## src/rtl/core/lzw_compressor_12bit_top_defines.svh

```systemverilog
// Assertion macros shared by the LZW compressor RTL.
`ifndef LZW_COMPRESSOR_12BIT_TOP_DEFINES_SVH
`define LZW_COMPRESSOR_12BIT_TOP_DEFINES_SVH

// Same-cycle implication, checked on clk, off while in reset.
`define LZWC_ASSERT_NOW(lbl, ante, cons, msg) \
    lbl: assert property (@(posedge clk) disable iff (!rst_n) (ante) |-> (cons)) else $error(msg);

// Next-cycle implication, checked on clk, off while in reset.
`define LZWC_ASSERT_NEXT(lbl, ante, cons, msg) \
    lbl: assert property (@(posedge clk) disable iff (!rst_n) (ante) |=> (cons)) else $error(msg);

`endif

```

## src/rtl/core/lzwc_pkg.sv

```systemverilog
// Shared constants and types of the LZW compressor.
package lzwc_pkg;

    // Code and dictionary geometry
    localparam int CODE_BITS  = 12;
    localparam int HASH_SLOTS = 5021;
    localparam int BYTE_W     = 8;
    localparam int BYTE_SHIFT = CODE_BITS - BYTE_W;
    localparam int ADDR_W     = $clog2(HASH_SLOTS);
    localparam int FREE_W     = CODE_BITS + 1;

    localparam logic [ADDR_W-1:0]    SLOTS_A    = ADDR_W'(HASH_SLOTS);
    localparam logic [CODE_BITS-1:0] END_CODE   = CODE_BITS'(256);
    localparam logic [FREE_W-1:0]    FIRST_FREE = FREE_W'(257);
    localparam logic [FREE_W-1:0]    LAST_CODE  = FREE_W'((1 << CODE_BITS) - 1);

    // Input queue (depth is a power of two so the pointers wrap by themselves)
    localparam int QUEUE_DEPTH = 4;
    localparam int QPTR_W      = $clog2(QUEUE_DEPTH);

    // Bit packer: up to seven leftover bits plus one code
    localparam int BUF_W = CODE_BITS + BYTE_W - 1;
    localparam int CNT_W = $clog2(BUF_W + 1);

    typedef struct packed {
        logic [BYTE_W-1:0] data_byte;
        logic              has_byte;
        logic              end_of_input;
    } item_t;

    // Dictionary slot as stored in RAM
    typedef struct packed {
        logic                 valid;
        logic [BYTE_W-1:0]    data;
        logic [CODE_BITS-1:0] parent;
        logic [CODE_BITS-1:0] code;
    } entry_t;

    localparam int WORD_W = $bits(entry_t);

    // Up to three codes handed to the packer, flush pads and ends the stream
    typedef struct packed {
        logic [1:0]           n;
        logic                 flush;
        logic [CODE_BITS-1:0] c0;
        logic [CODE_BITS-1:0] c1;
        logic [CODE_BITS-1:0] c2;
    } job_t;

endpackage

```

## src/rtl/core/lzwc_packer.sv

```systemverilog
// Bit packer: packs codes MSB first into bytes and drives the output word.
module lzwc_packer (
    input  logic                  clk,
    input  logic                  rst_n,
    input  logic                  job_valid,
    input  lzwc_pkg::job_t        job,
    output logic                  job_ready,
    output logic                  out_valid,
    input  logic                  out_stall,
    output logic [7:0]            out_byte,
    output logic                  last_of_run,
    output logic                  stream_done
);

    logic                                busy_reg, busy_next;
    logic                                flush_reg, flush_next;
    logic [1:0]                          pq_n_reg, pq_n_next;
    logic [lzwc_pkg::CODE_BITS-1:0]      pq0_reg, pq0_next;
    logic [lzwc_pkg::CODE_BITS-1:0]      pq1_reg, pq1_next;
    logic [lzwc_pkg::CODE_BITS-1:0]      pq2_reg, pq2_next;
    logic [lzwc_pkg::BUF_W-1:0]          buf_reg, buf_next;
    logic [lzwc_pkg::CNT_W-1:0]          cnt_reg, cnt_next;
    logic                                out_valid_reg, out_valid_next;
    logic [lzwc_pkg::BYTE_W-1:0]         out_byte_reg, out_byte_next;
    logic                                last_reg, last_next;
    logic                                done_reg, done_next;

    logic                                can_out;
    logic                                have_byte;
    logic [lzwc_pkg::CNT_W-1:0]          rem;
    logic [lzwc_pkg::BUF_W-1:0]          code_aligned;

    localparam logic [lzwc_pkg::CNT_W-1:0] CNT_BYTE = lzwc_pkg::CNT_W'(lzwc_pkg::BYTE_W);
    localparam logic [lzwc_pkg::CNT_W-1:0] CNT_CODE = lzwc_pkg::CNT_W'(lzwc_pkg::CODE_BITS);

    assign can_out   = !out_valid_reg || !out_stall;
    assign have_byte = (cnt_reg >= CNT_BYTE);
    assign rem       = cnt_reg - CNT_BYTE;
    assign job_ready = !busy_reg;

    // Next code lined up behind the bits already held
    assign code_aligned = {pq0_reg, {(lzwc_pkg::BUF_W-lzwc_pkg::CODE_BITS){1'b0}}}
                          >> cnt_reg;

    always_comb
    begin
        busy_next      = busy_reg;
        flush_next     = flush_reg;
        pq_n_next      = pq_n_reg;
        pq0_next       = pq0_reg;
        pq1_next       = pq1_reg;
        pq2_next       = pq2_reg;
        buf_next       = buf_reg;
        cnt_next       = cnt_reg;
        out_valid_next = out_valid_reg && out_stall;
        out_byte_next  = out_byte_reg;
        last_next      = last_reg;
        done_next      = done_reg;

        if (!busy_reg)
        begin
            // take a new job
            if (job_valid)
            begin
                busy_next  = 1'b1;
                flush_next = job.flush;
                pq_n_next  = job.n;
                pq0_next   = job.c0;
                pq1_next   = job.c1;
                pq2_next   = job.c2;
            end
        end
        else if (have_byte)
        begin
            // a full byte is ready
            if (can_out)
            begin
                out_valid_next = 1'b1;
                out_byte_next  = buf_reg[lzwc_pkg::BUF_W-1 -: lzwc_pkg::BYTE_W];
                last_next      = (rem < CNT_BYTE) && (pq_n_reg == 2'd0)
                                 && !(flush_reg && (rem != '0));
                done_next      = last_next && flush_reg;
                buf_next       = buf_reg << lzwc_pkg::BYTE_W;
                cnt_next       = rem;
            end
        end
        else if (pq_n_reg != 2'd0)
        begin
            // append the next code
            buf_next  = buf_reg | code_aligned;
            cnt_next  = cnt_reg + CNT_CODE;
            pq0_next  = pq1_reg;
            pq1_next  = pq2_reg;
            pq_n_next = pq_n_reg - 1'b1;
        end
        else if (flush_reg && (cnt_reg != '0))
        begin
            // partial byte at end of stream, zero padded
            if (can_out)
            begin
                out_valid_next = 1'b1;
                out_byte_next  = buf_reg[lzwc_pkg::BUF_W-1 -: lzwc_pkg::BYTE_W];
                last_next      = 1'b1;
                done_next      = 1'b1;
                buf_next       = '0;
                cnt_next       = '0;
                busy_next      = 1'b0;
            end
        end
        else
        begin
            busy_next = 1'b0;
        end
    end

    always_ff @(posedge clk or negedge rst_n)
    begin
        if (!rst_n)
        begin
            busy_reg      <= 1'b0;
            pq_n_reg      <= '0;
            buf_reg       <= '0;
            cnt_reg       <= '0;
            out_valid_reg <= 1'b0;
        end
        else
        begin
            busy_reg      <= busy_next;
            pq_n_reg      <= pq_n_next;
            buf_reg       <= buf_next;
            cnt_reg       <= cnt_next;
            out_valid_reg <= out_valid_next;
        end
    end

    always_ff @(posedge clk)
    begin
        flush_reg    <= flush_next;
        pq0_reg      <= pq0_next;
        pq1_reg      <= pq1_next;
        pq2_reg      <= pq2_next;
        out_byte_reg <= out_byte_next;
        last_reg     <= last_next;
        done_reg     <= done_next;
    end

    assign out_valid   = out_valid_reg;
    assign out_byte    = out_byte_reg;
    assign last_of_run = last_reg;
    assign stream_done = done_reg;

`include "lzw_compressor_12bit_top_defines.svh"

    `LZWC_ASSERT_NOW(a_rack_room, 1'b1, cnt_reg <= lzwc_pkg::CNT_W'(lzwc_pkg::BUF_W), "bit buffer overflow")
    `LZWC_ASSERT_NEXT(a_flush_empties, busy_reg && !busy_next && flush_reg, cnt_reg == '0, "stream ended with bits left in buffer")

endmodule

```

## config.mk

```make
export PLATFORM = sky130hd
export DESIGN_NAME = lzwc_packer
export DESIGN_NICKNAME = d
export VERILOG_FILES = /design/src/rtl/core/lzwc_pkg.sv /design/src/rtl/core/lzwc_packer.sv
export VERILOG_INCLUDE_DIRS = /design/src /design/src/rtl/core
export SDC_FILE = /design/constraint.sdc
export NUM_CORES = 1
export LEC_CHECK = 0
export BUFFER_PORTS_ARGS = -buffer_cell sky130_fd_sc_hd__buf_2
export CORE_ASPECT_RATIO = 1.1
export CORE_UTILIZATION = 50
export DETAILED_ROUTE_END_ITERATION = 6
export GPL_ROUTABILITY_DRIVEN = 0
export HOLD_SLACK_MARGIN = 0.15
export PLACE_DENSITY = 0.72
export SLEW_MARGIN = 20
export SYNTH_ARGS = -nofsm -noshare
export SYNTH_HDL_FRONTEND = slang
export SYNTH_SLANG_ARGS = --single-unit
export TNS_END_PERCENT = 10
```

## constraint.sdc

```tcl
create_clock -name clk -period 2.8 [get_ports clk]
set_input_delay 0.42 -clock clk [delete_from_list [all_inputs] [get_ports clk]]
set_output_delay 0.42 -clock clk [all_outputs]
set_load 0.05 [all_outputs]
```

-- Word level (Yosys, flattened, before mapping)
Index checks and enable logic that the tools add are counted.
- register bits after elaboration: 75
- input port bits: 43
- output and inout port bits: 12
- word-level logic and storage cells: 92
- $add $sub $neg: 3
- $lt $le $gt $ge: 2
- equality and inequality tests: 5
- shift operators: 1
- multiplexer cells: 44
- bitwise logic cells: 2
- reductions and logical operators: 23
- operator list (kind ; number):
    two-way mux 12 bit ; 8
    two-way mux 19 bit ; 5
    two-way mux 8 bit ; 4
    two-way mux 5 bit ; 5
    OR 19 bit ; 1
    right shift 19 x 5 -> 19 bit ; 1
    two-way mux 1 bit ; 18
    nonzero test 5 bit ; 2
    two-way mux 2 bit ; 4
    logical AND 1 bit ; 6
    inequality test 2 bit (second input constant) ; 3
    AND reduction 3 bit ; 2
    nonzero test 2 bit ; 3
    adder 5 x 4 -> 5 bit (second input constant) ; 1
    greater-or-equal comparator 5 x 4 -> 1 bit (second input constant) ; 1
    less-than comparator 5 x 4 -> 1 bit (second input constant) ; 1
    AND reduction 5 bit ; 1
    subtractor 5 x 4 -> 5 bit (second input constant) ; 1
    logical NOT 1 bit ; 4
    AND reduction 4 bit ; 1
    inequality test 3 bit (second input constant) ; 1
    nonzero test 3 bit ; 1
    logical NOT 2 bit ; 1
    inequality test 2 x 1 -> 1 bit (second input constant) ; 1
    4 further kinds ; 4

-- Depth between registers and ports, before layout
Gate-level depths: netlist (run 1).
- word-level depth: 8
- gate-level depth with buffers: 8
- mapped depth without buffers: 6

-- Worst setup path after synthesis (run 1)
No wires, ideal clock.
- path type: reg-to-reg
- from: register cnt_reg[4] (netlist bit)
- to: register pq_n_reg[0]
- setup time: 0.067 ns
- arrival time: 2.468 ns
- required time: 2.733 ns
- path slack: 0.266 ns
- cell stages (with the launch flop): 8
- buffers on the path: 1
- clock period less this slack: 2.534 ns
- path through: dfrtp_1 clkbuf_1 inv_1 ha_1 and2b_1 or4_4 nand2_1 o221a_2
- cells in the longest elaborated chain, start to end: 3
- ends and longest elaborated chain (what ; line ; RTL):
    from (decl) ; lzwc_packer.sv:22 ; logic [lzwc_pkg::CNT_W-1:0] cnt_reg, cnt_next;
    from (signal assigned) ; lzwc_packer.sv:131 ; cnt_reg <= cnt_next;
    greater-or-equal comparator 5 x 4 -> 1 bit ; lzwc_packer.sv:37 ; assign have_byte = (cnt_reg >= CNT_BYTE);
    inequality test 2 bit (no line) ; n/a ;
    AND reduction 3 bit (no line) ; n/a ;
    to (signal assigned) ; lzwc_packer.sv:129 ; pq_n_reg <= pq_n_next;
    to (decl) ; lzwc_packer.sv:17 ; logic [1:0] pq_n_reg, pq_n_next;
No other way between the ends.
A chain may end at the register's enable or synchronous reset.

-- Final worst setup path (run 1)
- from: register cnt_reg[4] (netlist bit)
- to: register pq0_reg[1] (netlist bit) (enable)
- cells in the longest elaborated chain, start to end: 3
- ends and longest elaborated chain (what ; line ; RTL):
    greater-or-equal comparator 5 x 4 -> 1 bit ; lzwc_packer.sv:37 ;
    inequality test 2 bit (no line) ; n/a ;
    AND reduction 3 bit (no line) ; n/a ;
    to (signal assigned) ; lzwc_packer.sv:139 ; pq0_reg <= pq0_next;
    to (decl) ; lzwc_packer.sv:18 ; logic [lzwc_pkg::CODE_BITS-1:0] pq0_reg, pq0_next;
No other way between the ends.

==> impl_results.md, run 1 <==
* Die outline width at between 80 and 90 um
* Kind of end point of the critical path: register
* Number of hold buffers added after cts at 1
* Distinct cells, synth at 41
* Std-Cell Rows at 31
* Crit-path max cell delay at between 0.5 and 0.6 ns
* Crit path time final at between 2 and 2.5 ns
* Overall power at between 4000 and 5000 uW
* Start-to-end type of the worst setup path: register to register
* Post-Route Setup TNS at 0 ns
* Worst-skew pair later-pin latency at roughly 0.35 ns
* Portion of synthesized cell area occupied by the leading cell type at a little over two fifths
* Sequential cell area fraction in the yosys report at about three fifths
* Worst path slowest cell: dfrtp_1
* Leakage at 0.00162 uW
* Unrepaired setup endpoints after global routing: false
* Placeable core area at 6560 um2
* Via count of the first global-routing pass at a little over 2000
* Biggest area contributors in the synthesized netlist: edfxtp_1 42%, dfrtp_1 19%, mux2_2 9.3%, o2bb2ai_2 4.4%, a22oi_1 2.7%
* FMAX at 417 MHz
* WHS at 0.243 ns
* Total wire length at 6230 um
* Via-per-instance ratio at 5.64
* Clock Tree Root: clkbuf_8
* Global routing usage summed across all routing layers at 19.2%
* Setup bufs post-CTS at 0
* Number of buffers on the longest clock path at 2
* Number of max-cap violations at 0
* Detailed router's first-iteration violation count at 112
* # nets final at about 340
* Final number of max-transition violations at 0
* Instance count of the mapped netlist at 234
* Yosys Warn Count at 0
* Required time worst endpoint at 2.81 ns
* Largest net degree at the start of global routing at 28
* Number of nets with antenna violations after routing at 0
* Count of state elements after synthesis at 73
* Path category of the worst min-delay check: primary input to register
* Fraction of layout instances using a drive strength above 1 at 40.7%
* Peak fanout along the critical path at 26
* Ratio of total power to cell area at 1240 nW/um2
* Peak supply drop at 0.000580 V
* Total of cells resized after clock tree synthesis at 0
* Post-place instance area at 3740 um2
* Remaining global-route overflow at 0
* Finish-stage setup viols at 0
* Number of flip-flops under the largest register name at 19
* Clock tree from TritonCTS: done
* Post-Place Cells at roughly 370
* Proportion of synthesized flip-flops having asynchronous set or reset at 35.6%
* Arrival time at the worst endpoint at 2.42 ns
* Sink count of the clock tree at 73
* Wire length of the first global-routing pass at 10200 um
* Top post-synthesis cells by count: 47 x edfxtp_1, 28 x mux2_2, 26 x dfrtp_1
* Normalized max-slew margin at 60.0%
* Kind of launch point of the worst setup path: register
* Clock-pin slew on the worst setup and hold paths at 0.08 ns
* Number of hold violations in the final report at 0
* Ant diodes at 0
* Cell chain of the critical path: inv_1, ha_1, and2b_1, or4_4, nand2_1, buf_4
* Ports at 55
* Gate family responsible for the most delay along the worst path: simple AND/OR/NAND/NOR gates
* Mean cell area of the mapped netlist at 14.5 um2
* Top-count cell post-synth: edfxtp_1
* Post-route fraction of the period consumed by the critical path at between 80% and 90%
* Average wire length per cell after detail routing at around 16 um
* Status: finished clean
* Least-Margin Pin Slew at ~0.60 ns
* Die area at 7100 um2
* Starting density of the core at 51.6%
* Total buffers and inverters traversed by the critical path at 2
* DIE HEIGHT at between 80 and 90 um
* H-tree levels at 3
* Yosys top cell by area: edfxtp_1
* Initial antenna violation count at 0
* Most frequently used flop master after synthesis: edfxtp_1
* Netlist Area Pre-Place at 3380 um2
* Final Instance Area at 3970 um2
* Post-route non-filler standard cell count at 382
* HPWL after detailed placement at around 4300 um
* Number of iterations in the first detailed-routing pass at 5
* Area Overhead vs Synth at 17.4%
* Fill cell total of the finished layout at between 500 and 600
* Post-synth EDFFs at 47
* Worst clock skew on the final layout at 0.00904 ns
* Remaining routing DRC violations at 0
* Vias after detailed routing at 2155
* Number of port buffers at 54
* Inserted Clock Buffers at 9
* Number of nets produced by synthesis at around 280
through the flow:
stage	setup slack [ns]	utilization [%]
after global routing	0.295	60.6
final	0.399	60.6
after detailed placement	0.458	57.0
after floorplan	0.266	-
after global placement	0.535	57.0
after CTS	0.426	60.6
power breakdown:
part	switching, uW	internal (uW)
logic	1260	810
clock network	411	511
registers	253	1700
placed cells by master (no fill, tap or decap), drive strengths merged, types with 2 or more instances in the layout:
cell type and count:
or2 2, buf 60, nor4 2, nand2 14, a22oi 12, mux2i 4
bufinv 2, o221ai 4, nand2b 8, a2bb2oi 9, o21ai 7, nand3 3
o221a 2, clkbuf 9, clkinv 2, dfrtp 26, edfxtp 47, nand4b 3
o2bb2ai 19, ha 6, mux2 28, inv 14, nor2 3
final cells by class:
| class | count | area [um2] | share of cell area (%) |
|---|---|---|---|
| timing repair buffer | 61 | 325 | 8.19 |
| clock buffer | 9 | 124 | 3.12 |
| clock inverter | 7 | 100 | 2.52 |
| sequential | 73 | 2060 | 51.9 |
| inverter | 11 | 43.8 | 1.10 |
| multi-input combinational | 139 | 1210 | 30.6 |
| tap | 82 | 103 | 2.58 |
kinds of logic (layout without fill, tap and decap cells):
kind of cell | count (synthesis) | count (layout) | share of synthesized area [%]
buf+inv | 22 | 88 | 3.18
fa+ha+maj | 6 | 6 | 2.22
simple gates | 43 | 43 | 7.06
flops | 73 | 73 | 60.9
compound gates | 58 | 58 | 16.1
mux | 32 | 32 | 10.5
path summary, 6_finish.rpt:
| check | depth (start not counted) | slack [ns] | endpoint | from |
|---|---|---|---|---|
| setup / recovery | 6 | 0.40 | pq0_reg[1]$_DFFE_PP_ | cnt_reg[4]$_DFFE_PN0P_ |
| hold / removal | 1 | 0.24 | pq2_reg[9]$_DFFE_PP_ | job[9] |
| setup reg to reg | 6 | 0.40 | pq0_reg[1]$_DFFE_PP_ | cnt_reg[4]$_DFFE_PN0P_ |
| hold reg to reg | 0 | 0.46 | out_byte[0]$_DFFE_PP_ | buf_reg[11]$_DFFE_PN0P_ |
| max in group asynchronous | 2 | 1.78 | buf_reg[1]$_DFFE_PN0P_ | rst_n |
| min in group asynchronous | 2 | 0.62 | buf_reg[7]$_DFFE_PN0P_ | rst_n |
worst reg2reg max path, stage by stage (launching register included):
cell,delay [ns]
dfrtp_1,0.57
inv_1,0.13
ha_1,0.25
and2b_1,0.24
or4_4,0.48
nand2_1,0.09
buf_4,0.31
per-layer routing:
metal | vias to the layer above | global-route usage, % | wire (um)
li1 | 1033 | - | -
met1 | 1030 | 26.1 | 2790
met2 | 80 | 30.4 | 3000
met3 | 12 | 3.61 | 348
met4 | 0 | 8.44 | 93
met5 | - | 0 | 0
No activity file was read; power rests on OpenSTA's default activity.
==> inputs of run 2 (changes only) <==
--- a/config.mk
+++ b/config.mk
@@ -7,7 +7,6 @@
 export NUM_CORES = 1
 export LEC_CHECK = 0
 export BUFFER_PORTS_ARGS = -buffer_cell sky130_fd_sc_hd__buf_2
-export CORE_ASPECT_RATIO = 1.1
 export CORE_UTILIZATION = 50
 export DETAILED_ROUTE_END_ITERATION = 6
 export GPL_ROUTABILITY_DRIVEN = 0
==> run 2 against run 1 <==
Net effect:
- the flow now finishes with violations (DRC)
- critical path depth unchanged
- design area decreased by 0.13%
- core utilization increased by 0.83 points
- hold slack improved by 0.0064 ns
- critical endpoint is now pq0_reg[9]$_DFFE_PP_
==> impl_results.md, run 2 (synthesis gave the netlist of run 1 again) <==
* Status: finished with violations
* Failing checks: DRC
* Hold Path Cell Cnt at 1
* # nets final at 345
* Finish-stage setup viols at 0
* Starting density of the core at 52.4%
* DIE HEIGHT at 84.3 um
* Worst path slowest cell: dfrtp_1
* Average wire length per cell after detail routing at 15.9 um
* Clock power frac at 18.3%
* Setup bufs post-CTS at 0
* Sink count of the clock tree at 73
* Remaining global-route overflow at 0
* Internal power at around 3000 uW
* Ratio of total power to cell area at 1230 nW/um2
* Leakage at 0.00161 uW
* HPWL after detailed placement at roughly 4200 um
* Ant diodes at 0
* Start-to-end type of the worst setup path: register to register
* Die area at 7100 um2
* Number of hold violations in the final report at 0
* Register share of total power at approximately two fifths
* Inserted Clock Buffers at 9
* Largest net degree at the start of global routing at 27
* Crit path time final at 2.41 ns
* Detailed router's first-iteration violation count at 150
* Remaining routing DRC violations at 4
* Std-Cell Rows at 29
* Most common library cell in the layout ignoring fill and taps: buf_2
* Worst clock skew on the final layout at 0.00592 ns
* Number of hold buffers added after cts at 1
* Post-Route Setup TNS at 0 ns
* Least-Margin Pin Slew at 0.597 ns
* Crit-path max cell delay at 0.54 ns
* Number of nets with antenna violations after routing at 0
* Vias after detailed routing at 2100
* Path category of the worst min-delay check: primary input to register
* FMAX at 414 MHz
* Total of cells resized after clock tree synthesis at 0
* Placeable core area at about 6500 um2
* Required time worst endpoint at 2.81 ns
* Kind of end point of the critical path: register
* Number of iterations in the first detailed-routing pass at 6
* Area Overhead vs Synth at 17.2%
* Final number of max-transition violations at 0
* Global routing usage summed across all routing layers at 18.6%
* Post-place instance area at 3740 um2
* Number of max-cap violations at 0
* R2R cell count at 6
* Clock-pin slew on the worst setup and hold paths at 0.08 ns
* Normalized max-slew margin at 60.2%
* Cell chain of the critical path: inv_1, ha_1, inv_2, or4_4, nand2_1, buf_4
* Fill cell total of the finished layout at roughly 510
* Peak supply drop at ~0.00060 V
* Via-per-instance ratio at between 5 and 6
* Post-route fraction of the period consumed by the critical path at between 80% and 90%
* Clock Tree Root: clkbuf_8
* Via count of the first global-routing pass at 2122
* Power share of the combinational group at 41.8%
* Number of flip-flops under the largest register name at 19
* Kind of launch point of the worst setup path: register
* Number of buffers on the longest clock path at 2
* Leading cell types in the layout, fill and taps excluded: 54 x buf_2, 47 x edfxtp_1, 28 x mux2_2
* Ports at 55
* Switching power share of the total at 38.4%
* Unrepaired setup endpoints after global routing: false
* Wire length of the first global-routing pass at 10200 um
* Overall power at a little under 5000 uW
* Arrival time at the worst endpoint at 2.43 ns
* Net switching power at between 1500 and 2000 uW
* Utilization after layout at between 60% and 70%
* Initial antenna violation count at 0
* Final Instance Area at 3970 um2
* Total wire length at 6020 um
* Worst-skew pair later-pin latency at 0.34 ns
* Number of port buffers at 54
* Fraction of layout instances using a drive strength above 1 at 40.5%
* Die outline width at about 84 um
* Clock tree from TritonCTS: done
* H-tree levels at 3
* Peak fanout along the critical path at 26
run 2: cell count changes in the layout (fill, tap and decap cells not counted), sizes merged:
cell      delta
inv          -2
clkinv       +1
buf          +1
clkinvlp     +1
run 2: through the flow:
stage	hold slack (ns)	setup slack [ns]	std cells
6_report	0.249	0.385	378
5_1_grt	0.224	0.234	378
4_1_cts	0.228	0.390	378
3_5_place_dp	0.444	0.403	361
3_3_place_gp	0.446	0.472	361
2_1_floorplan	0.124	0.266	234
run 2: power by group through the flow:
stage	combinational, uW	sequential, uW	clock (uW)
finish	2040	1950	891
global route	2220	1990	959
CTS	2050	1950	916
detailed placement	2030	1970	0
global placement	2020	1960	0
floorplan	1400	2150	0
run 2: final timing paths:
path / start / endpoint / slack, ns
min in group asynchronous: rst_n / cnt_reg[3]$_DFFE_PN0P_ / 0.62
worst min register to register: buf_reg[11]$_DFFE_PN0P_ / out_byte[0]$_DFFE_PP_ / 0.47
max in group asynchronous: rst_n / buf_reg[11]$_DFFE_PN0P_ / 1.78
worst max register to register: cnt_reg[3]$_DFFE_PN0P_ / pq0_reg[9]$_DFFE_PP_ / 0.39
worst max-delay path: cnt_reg[3]$_DFFE_PN0P_ / pq0_reg[9]$_DFFE_PP_ / 0.39
worst min-delay path: job[7] / pq2_reg[7]$_DFFE_PP_ / 0.25
run 2: critical path, delay by kind of cell (launching register included):
family | cells | cell delay (ns)
DFF | 1 | 0.54
and+or+nand+nor | 2 | 0.62
adders and majority gates | 1 | 0.28
buffers and inverters | 3 | 0.63
run 2: layout make-up:
cell class,count,area [um2],area share [%]
Timing Repair Buffer,62,333,8.39
Tap cell,77,96.3,2.43
Clock buffer,9,124,3.12
Clock inverter,7,93.8,2.37
Inverter,11,43.8,1.10
Multi-Input combinational cell,139,1210,30.6
Sequential cell,73,2060,52.0
run 2: metal layers:
layer / vias up / wire [um] / global-route usage (%)
met2: 75 / 2810 / 28.2
met4: 0 / 20 / 6.90
li1: 1044 / - / -
met1: 977 / 2880 / 25.8
met5: - / 0 / 0
met3: 4 / 303 / 5.41
==> inputs of run 3 (changes only) <==
--- a/config.mk
+++ b/config.mk
@@ -6,6 +6,7 @@
 export SDC_FILE = /design/constraint.sdc
 export NUM_CORES = 1
 export LEC_CHECK = 0
+export ABC_AREA = 1
 export BUFFER_PORTS_ARGS = -buffer_cell sky130_fd_sc_hd__buf_2
 export CORE_UTILIZATION = 50
 export DETAILED_ROUTE_END_ITERATION = 6
==> run 3 against run 2 <==
Net effect:
- the run now ends clean
- sequential cell count is the same
- register-to-register slack about the same
- clock-buffer cell count did not move
- routed wire length increased by 14%
- sequential share of layout area down 0.13 points
- core utilization is 0.19 points lower
- critical endpoint is now buf_reg[10]$_DFFE_PN0P_
- largest cell class unchanged
- largest power group unchanged
==> impl_results.md, run 3 <==
* Status: finished clean
* Clock power frac at 16.3%
* Placeable core area at 6490 um2
* Utilization after layout at 61.2%
* Clock-pin slew on the worst setup and hold paths at 0.08 ns
* Remaining routing DRC violations at 0
* Number of max-cap violations at 0
* Number of nets produced by synthesis at 430
* Number of nets with antenna violations after routing at 0
* Worst-skew pair later-pin latency at 0.35 ns
* Post-Place Cells at roughly 500
* Ports at 55
* Share of the synthesized area in compound gates (AO/OA/AOI/OAI) at 5.12%
* Xor/xnor share of the synthesized area at less than 1%
* FMAX at just over 400 MHz
* Sequential cell area fraction in the yosys report at roughly 60%
* Count of state elements after synthesis at 73
* Arrival time at the worst endpoint at 2.65 ns
* Via-per-instance ratio at 5.17
* Top post-synthesis cells by count: 192 x nand2_1, 47 x edfxtp_1, 26 x dfrtp_1
* Global routing usage summed across all routing layers at 21.0%
* Finish-stage setup viols at 0
* Leading cell types in the layout, fill and taps excluded: 192 x nand2_1, 54 x buf_2, 47 x edfxtp_1
* Final number of max-transition violations at 0
* Unrepaired setup endpoints after global routing: false
* Clock Tree Root: clkbuf_8
* Fill cell total of the finished layout at 552
* Number of buffers on the longest clock path at 2
* Via count of the first global-routing pass at 2565
* Inserted Clock Buffers at 9
* Area fraction in and, or, nand and nor cells after synthesis at 27.8%
* Portion of synthesized cell area occupied by the leading cell type at 40.9%
* Detailed router's first-iteration violation count at 149
* Total wire length at 6870 um
* Vias after detailed routing at 2677
* Kind of end point of the critical path: register
* Number of flip-flops under the largest register name at 19
* Area Overhead vs Synth at 15.3%
* Busiest layer in global routing: met2
* Yosys Warn Count at 0
* Most frequently used flop master after synthesis: edfxtp_1
* Combinational family with the most area after synthesis: simple AND/OR/NAND/NOR gates
* Largest net degree at the start of global routing at 29
* Required time worst endpoint at 3.04 ns
* Die outline width at 85.0 um
* Area taken by flip-flops and latches at 2060 um2
* Power share of the combinational group at 44.4%
* Post-route non-filler standard cell count at around 520
* Number of port buffers at 54
* Number of iterations in the first detailed-routing pass at 4
* Net switching power at 2290 uW
* Yosys top cell by area: edfxtp_1
* H-tree levels at 3
* Least-Margin Pin Slew at 0.586 ns
* Path category of the worst min-delay check: primary input to register
* Instance count of the mapped netlist at 381
* Proportion of synthesized flip-flops having asynchronous set or reset at 35.6%
* Initial antenna violation count at 0
* Clock tree from TritonCTS: done
* Netlist Area Pre-Place at approximately 3400 um2
* Sink count of the clock tree at 73
* Ant diodes at 0
* Internal power at ~2800 uW
* Average wire length per cell after detail routing at 13.3 um
* Remaining global-route overflow at 0
* Leakage at about 0.0019 uW
* Global routing met3 resource utilization at approximately 5.4%
* DIE HEIGHT at 85.0 um
* Switching power share of the total at between 40% and 50%
* Mean cell area of the mapped netlist at 9.05 um2
* Std-Cell Rows at 29
* Distinct cells, synth at 25
* Starting density of the core at a little over half
* Post-synth EDFFs at between 40 and 50
* Post-route fraction of the period consumed by the critical path at a little under nine tenths
* Peak supply drop at 0.000574 V
* Register share of total power at 39.3%
* Wire length of the first global-routing pass at around 12000 um
* HPWL after detailed placement at 4960 um
* Post-Route Setup TNS at 0 ns
* Most common library cell in the layout ignoring fill and taps: nand2_1
* Kind of launch point of the worst setup path: register
* Global-route met1 utilization at 26.4%
* Peak fanout along the critical path at 22
* # nets final at 485
* Overall power at 5100 uW
* Multiplexer area fraction after synthesis at 0%
* Number of hold violations in the final report at 0
* Normalized max-slew margin at 61.0%
* Top-count cell post-synth: nand2_1
* Fraction of layout instances using a drive strength above 1 at between 20% and 30%
* Die area at 7230 um2
* Global-route met2 utilization at ~33%
* Share of synthesized cell area in full adder, half adder and majority cells at 2.18%
* Start-to-end type of the worst setup path: register to register
* Total area of multi-input combinational cells at roughly 1200 um2
* Biggest area contributors in the synthesized netlist: edfxtp_1 41%, nand2_1 21%, dfrtp_1 19%, o21ai_0 2.9%, nand3_1 2.6%
* Crit path time final at between 2 and 2.5 ns
* Ratio of total power to cell area at 1280 nW/um2
* Worst clock skew on the final layout at 0.0120 ns
* Total of cells resized after clock tree synthesis at 0
run 3: cell count changes after synthesis, sizes merged, moves of 5 or more:
cell     before  now
o22ai         0    5
nand2b        8    0
nand2        14  196
nor2          3   12
mux2         28    0
a2bb2oi       9    0
inv          11   19
a22oi        12    0
o2bb2ai      19    0
buf           7   14
o21ai         7   23
nand3         3   18
run 3: cell type report:
type	instances	share of cell area (%)
clock buffer	9	3.12
clock inverter	7	1.95
inverter	19	1.86
multi-input combinational	272	30.6
sequential	73	51.9
tap	77	2.42
timing repair buffer	61	8.18
run 3: final timing paths:
kind,from,end,slack [ns],cells past startpoint
max,cnt_reg[2]$_DFFE_PN0P_,buf_reg[10]$_DFFE_PN0P_,0.39,10
min,job[8],pq2_reg[8]$_DFFE_PP_,0.24,1
max reg2reg,cnt_reg[2]$_DFFE_PN0P_,buf_reg[10]$_DFFE_PN0P_,0.39,10
min reg2reg,buf_reg[16]$_DFFE_PN0P_,out_byte[5]$_DFFE_PP_,0.44,0
max in group asynchronous,rst_n,buf_reg[8]$_DFFE_PN0P_,1.81,2
min in group asynchronous,rst_n,buf_reg[18]$_DFFE_PN0P_,0.59,2
run 3: logic make-up (layout without fill, tap and decap cells):
| family | Yosys count | count (layout) |
|---|---|---|
| AO/OA/AOI/OAI | 32 | 32 |
| XOR/XNOR | 1 | 1 |
| adder cells (fa/ha/maj) | 6 | 6 |
| buffers and inverters | 36 | 96 |
| flip-flops | 73 | 73 |
| AND/OR/NAND/NOR | 233 | 233 |
run 3: repair_timing:
item | CTS | global route
hold buffers | 1 | 0
setup buffers | 0 | 0
hold endpoints to repair | 26 | 0
run 3: layer usage:
| metal | vias to the layer above | part of all wire (%) |
|---|---|---|
| li1 | 1343 | - |
| met1 | 1229 | 43 |
| met2 | 89 | 49 |
| met3 | 16 | 5.4 |
| met4 | 0 | 2.3 |
| met5 | - | 0 |
run 3: worst max-delay path: stages (launching register included):
cell	delay, ns
dfrtp_1	0.50
inv_2	0.34
nand2_1	0.13
nand2_1	0.36
inv_2	0.22
nand2_1	0.16
nand2_2	0.10
nand2_4	0.19
inv_2	0.14
nand2_1	0.10
nand2_1	0.05
run 3: through the flow:
step                      instance area [um2]  hold slack [ns]  setup WS [ns]
after floorplan                          3450            0.124          0.225
after CTS                                3980            0.221          0.412
after global routing                     3980            0.216          0.168
after global placement                   3760            0.434          0.579
final                                    3980            0.237          0.391
after detailed placement                 3760            0.436          0.442
run 3: power by group through the flow:
stage / sequential [uW] / combinational, uW / clock, uW
detailed placement: 2020 / 2260 / 0
global placement: 2010 / 2190 / 0
finish: 2000 / 2270 / 831
floorplan: 2200 / 1570 / 0
global route: 2050 / 2550 / 895
CTS: 2000 / 2270 / 848
